$ cat src/hdl/sacl_pkg.sv
// ----------------------------------------------------------------------------
// sacl_pkg
// Shared types and codes for the set-associative cache tag/LRU engine.
// ----------------------------------------------------------------------------
package sacl_pkg;

    typedef struct packed {
        logic        action;
        logic [31:0] address;
    } t_in;

    typedef struct packed {
        logic [1:0]  outcome;
        logic        writeback_valid;
        logic [31:0] writeback_address;
    } t_out;

    localparam logic       ACT_STORE     = 1'b1;
    localparam logic [1:0] OUT_MAIN_HIT  = 2'd0;
    localparam logic [1:0] OUT_VICT_HIT  = 2'd1;
    localparam logic [1:0] OUT_MISS      = 2'd2;

    localparam int         REG_VICTIM_ENABLE = 0;

    typedef enum logic [3:0] {
        S_CLEAR = 4'b0001,
        S_IDLE  = 4'b0010,
        S_READ  = 4'b0100,
        S_EXEC  = 4'b1000
    } t_state;

    // controller -> datapath
    typedef struct packed {
        logic clr_step;
        logic load;
        logic read;
        logic commit;
    } t_cmd;

    // datapath -> controller
    typedef struct packed {
        logic clr_last;
        logic out_busy;
    } t_sts;

endpackage

$ cat src/hdl/sacl_ctrl.sv
// ----------------------------------------------------------------------------
// sacl_ctrl
// Sequencer: clearing sweep after reset, then accept / read / update per item.
// ----------------------------------------------------------------------------
module sacl_ctrl (
    input  logic            i_clk,
    input  logic            i_rst_n,
    input  logic            i_in_valid,
    output logic            o_in_stall,
    input  sacl_pkg::t_sts  i_sts,
    output sacl_pkg::t_cmd  o_cmd
);

    sacl_pkg::t_state r_state, n_state;

    always_ff @(posedge i_clk) begin
        if (!i_rst_n) begin
            r_state <= sacl_pkg::S_CLEAR;
        end else begin
            r_state <= n_state;
        end
    end

    always_comb begin
        n_state = r_state;
        o_cmd   = '0;
        case (r_state)
            sacl_pkg::S_CLEAR: begin
                o_cmd.clr_step = 1'b1;
                if (i_sts.clr_last) n_state = sacl_pkg::S_IDLE;
            end
            sacl_pkg::S_IDLE: begin
                if (i_in_valid) begin
                    o_cmd.load = 1'b1;
                    n_state    = sacl_pkg::S_READ;
                end
            end
            sacl_pkg::S_READ: begin
                o_cmd.read = 1'b1;
                n_state    = sacl_pkg::S_EXEC;
            end
            sacl_pkg::S_EXEC: begin
                // hold until the result register can take the new result
                if (!i_sts.out_busy) begin
                    o_cmd.commit = 1'b1;
                    n_state      = sacl_pkg::S_IDLE;
                end
            end
            default: n_state = sacl_pkg::S_CLEAR;
        endcase
    end

    assign o_in_stall = (r_state != sacl_pkg::S_IDLE);

endmodule

$ cat config.mk
export PLATFORM = sky130hd
export DESIGN_NAME = sacl_ctrl
export DESIGN_NICKNAME = d
export VERILOG_FILES = /design/src/hdl/sacl_pkg.sv /design/src/hdl/sacl_ctrl.sv
export SDC_FILE = /design/constraint.sdc
export NUM_CORES = 1
export LEC_CHECK = 0
export BUFFER_PORTS_ARGS = -buffer_cell sky130_fd_sc_hd__buf_4
export CORE_AREA = 2 2 39 41
export DETAILED_ROUTE_END_ITERATION = 10
export DIE_AREA = 0 0 41 43
export SLEW_MARGIN = 15
export SYNTH_ARGS = -nofsm -noshare
export SYNTH_HDL_FRONTEND = slang
export SYNTH_SLANG_ARGS = --single-unit
export TNS_END_PERCENT = 5
$ cat constraint.sdc
create_clock -name i_clk -period 1.97 [get_ports i_clk]
set_clock_uncertainty 0.15 [all_clocks]
set_input_delay 0.0985 -clock i_clk [delete_from_list [all_inputs] [get_ports i_clk]]
set_output_delay 0.0985 -clock i_clk [all_outputs]
set_load 0.05 [all_outputs]
==> reports/results.tsv <==
metric	value	unit
Vias/cell	4.534	
clock latency on the worst-skew pair	230	ps
clock sinks	4	
Achievable Freq	607.3	MHz
Total Routing Usage GR	0.1013	
Core Area	1384	µm²
power per cell area	700.2	nW/µm²
placed wire-length estimate	469.6	µm
die width	41	µm
status	finished, final reports clean	
Setup TNS Final	0	ps
Cells after Synth	32	
Sw Share	0.3106	
maximum vdd drop	0.2511	mV
Worst Path Arrival	1400	ps
Stages on worst setup path	3	
Critical Path Start	r_state[3]$_SDFFE_PN0P_	
area grow syn2layout	36.73	%
synthesized net count	37	
Biggest register	r_state	
post-layout minimum cycle time	1647	ps
placed cells	54	
Slew @ Worst Pin	434.3	ps
H-tree levels	1	
Power Total	270.7	µW
#FFs+latches synth	4	
Setup crit end kind	output port	
most frequent cells in the layout	buf_4, dfxtp_1, nand2_1, nor4b_2, clkbuf_4	
ANT cells	0	
clk root buf	clkbuf_4	
CTS tree	done	
fin area	386.6	µm²
Finished Layout Cells	58	
top flop regs	r_state x4	
Worst Path Buf+Inv	1	
CP Class	reg -> out	
Antenna Nets Post-Route	0	
Post-Synthesis Cell Area	282.8	µm²
reg2reg path depth	3	
worst-path fanout max	12	
max reg flops	4	
Starting Density	0.2043	
initial antenna violation count	0	
final WL	671	µm
clock power share	0.373	
most common cell after layout, fill and taps aside	buf_4	
hold_sp	i_sts[1]	
worst hold stages	4	
Rel. slew slack	0.7100	
Startpoint Class	flip-flop	
drt first pass iters	4	
die area	1763	µm²
mean routed wirelength per cell	11.57	µm
Avg Inst Size Synth	8.837	µm²
Die H	43	µm
total CTS buffers	3	
Setup-failing EPs final	0	
logic gate share of total power	0.256	
Leak Pwr	0.1798	nW
first-pass GRT wire length	1145	µm
worst-path cell chain	nor2b_1 -> and3b_1 -> buf_4	
DRC Markers	0	
clock buffer depth	2	
Slowest cell on crit path	dfxtp_1	
worst min-delay path class	in -> reg	
Fin Hold WS	72.67	ps
Seq/Total Area, Yosys	0.2832	
vias in the first global route	244	
post-CTS setup buffers	0	
Crit path required time	1720	ps
port buffer count	9	
Sequential Power Share	0.371	
DR vias	263	
dpl cell area	354.1	µm²
critical path's top delay family	flip-flops	
Max Cap Viol	0	
P_sw	84.08	µW
io pins	10	
fin. max-slew vios	0	
crit-path max cell delay	580	ps
part of the cycle the worst path needs	0.8358	
share of cells above drive strength 1	0.3810	
Yosys warning total	0	
CTS clk-pin slew, worst paths	40	ps
Row Count	14	
nets@finish	49	
Yosys cell types	21	
largest net degree at the start of global routing	13	
grt total ovfl	0	
worst reg2reg startpoint	r_state[0]$_SDFFE_PN1P_	
DRT iter0 DRCs	4	
Hold Vio Cnt, Final	0	
RSZ-0062 raised after global routing	no	
Int Pwr	186.7	µW
post-CTS sizing	0	
routability cong.	0.7674	
-- final timing paths --
kind	endpoint	slack (ps)
max	o_cmd[0]	320
min	r_state[0]$_SDFFE_PN1P_	70
max reg2reg	r_state[1]$_SDFFE_PN0P_	590
min reg2reg	r_state[1]$_SDFFE_PN0P_	440
-- metrics by stage --
step | worst slack, ps | util
6_report | 323.4 | 0.2794
4_1_cts | 329.5 | 0.2794
3_3_place_gp | 585.6 | 0.2559
2_1_floorplan | 68.83 | -
5_1_grt | 204.3 | 0.2794
3_5_place_dp | 603.8 | 0.2559
-- tightest hold or removal path, delay by kind of cell --
family / cells / cell delay [ps]
AO/OA/AOI/OAI: 1 / 110
buffers and inverters: 1 / 120
AND/OR/NAND/NOR: 2 / 100
-- cells in the mapped netlist --
master / number / area [µm²]
dfxtp_1: 4 / 80.08
nor4b_1: 1 / 8.760
nor2b_1: 2 / 12.51
o21ai_1: 1 / 5.000
nor4_1: 1 / 6.260
a21o_1: 1 / 7.510
nor3b_1: 1 / 7.510
nand3b_1: 1 / 7.510
a21oi_2: 1 / 8.760
and3_1: 2 / 12.51
or3b_1: 1 / 8.760
mux2i_1: 1 / 10.01
and3b_1: 1 / 8.760
and2_1: 1 / 6.260
nor4b_2: 2 / 30.03
xor2_1: 1 / 8.760
nand2_1: 3 / 11.26
nor2_1: 2 / 7.510
o31ai_1: 1 / 7.510
o21ai_0: 1 / 5.000
buf_4: 3 / 22.52
-- power groups by stage --
stage | Combinational (mW) | Clock [mW] | Sequential [mW]
6_report | 0.0694 | 0.101 | 0.100
5_1_grt | 0.0763 | 0.112 | 0.102
4_1_cts | 0.0697 | 0.107 | 0.0999
3_5_place_dp | 0.0677 | 0 | 0.101
3_3_place_gp | 0.0679 | 0 | 0.100
2_1_floorplan | 0.0637 | 0 | 0.0891
-- cell families (layout without fill, tap and decap cells) --
kind of cell,after synthesis,in the layout,synth area share
and+or+nand+nor,18,18,0.4514
xor gates and xnor gates,1,1,0.03098
AOI/OAI and AO/OA,5,5,0.1195
DFF,4,4,0.2832
buffers and inverters,3,13,0.07964
muxes,1,1,0.03540
-- repair_timing --
item | 4_1_cts | 5_1_grt
hold buffers | 1 | 0
setup endpoints to repair | 0 | 0
endpoints found under the hold margin | 3 | 0
-- area by class of cell --
| type | instances | area (µm²) |
|---|---|---|
| multi-input cells | 25 | 186.4 |
| fillers | 148 | 997.2 |
| repair buffers | 10 | 77.57 |
| flip-flops and latches | 4 | 80.08 |
| clock buffers | 3 | 22.52 |
| well taps | 16 | 20.02 |
-- metal layers --
layer  GRT usage  routed length [µm]  vias up
met5           0                   0        -
met4      0.1000                  13        0
met3     0.01571                  39        2
met2      0.1313                 304       12
met1      0.1314                 313      114
li1            -                   -      135
Note: power is estimated with default switching activity, not from simulation.
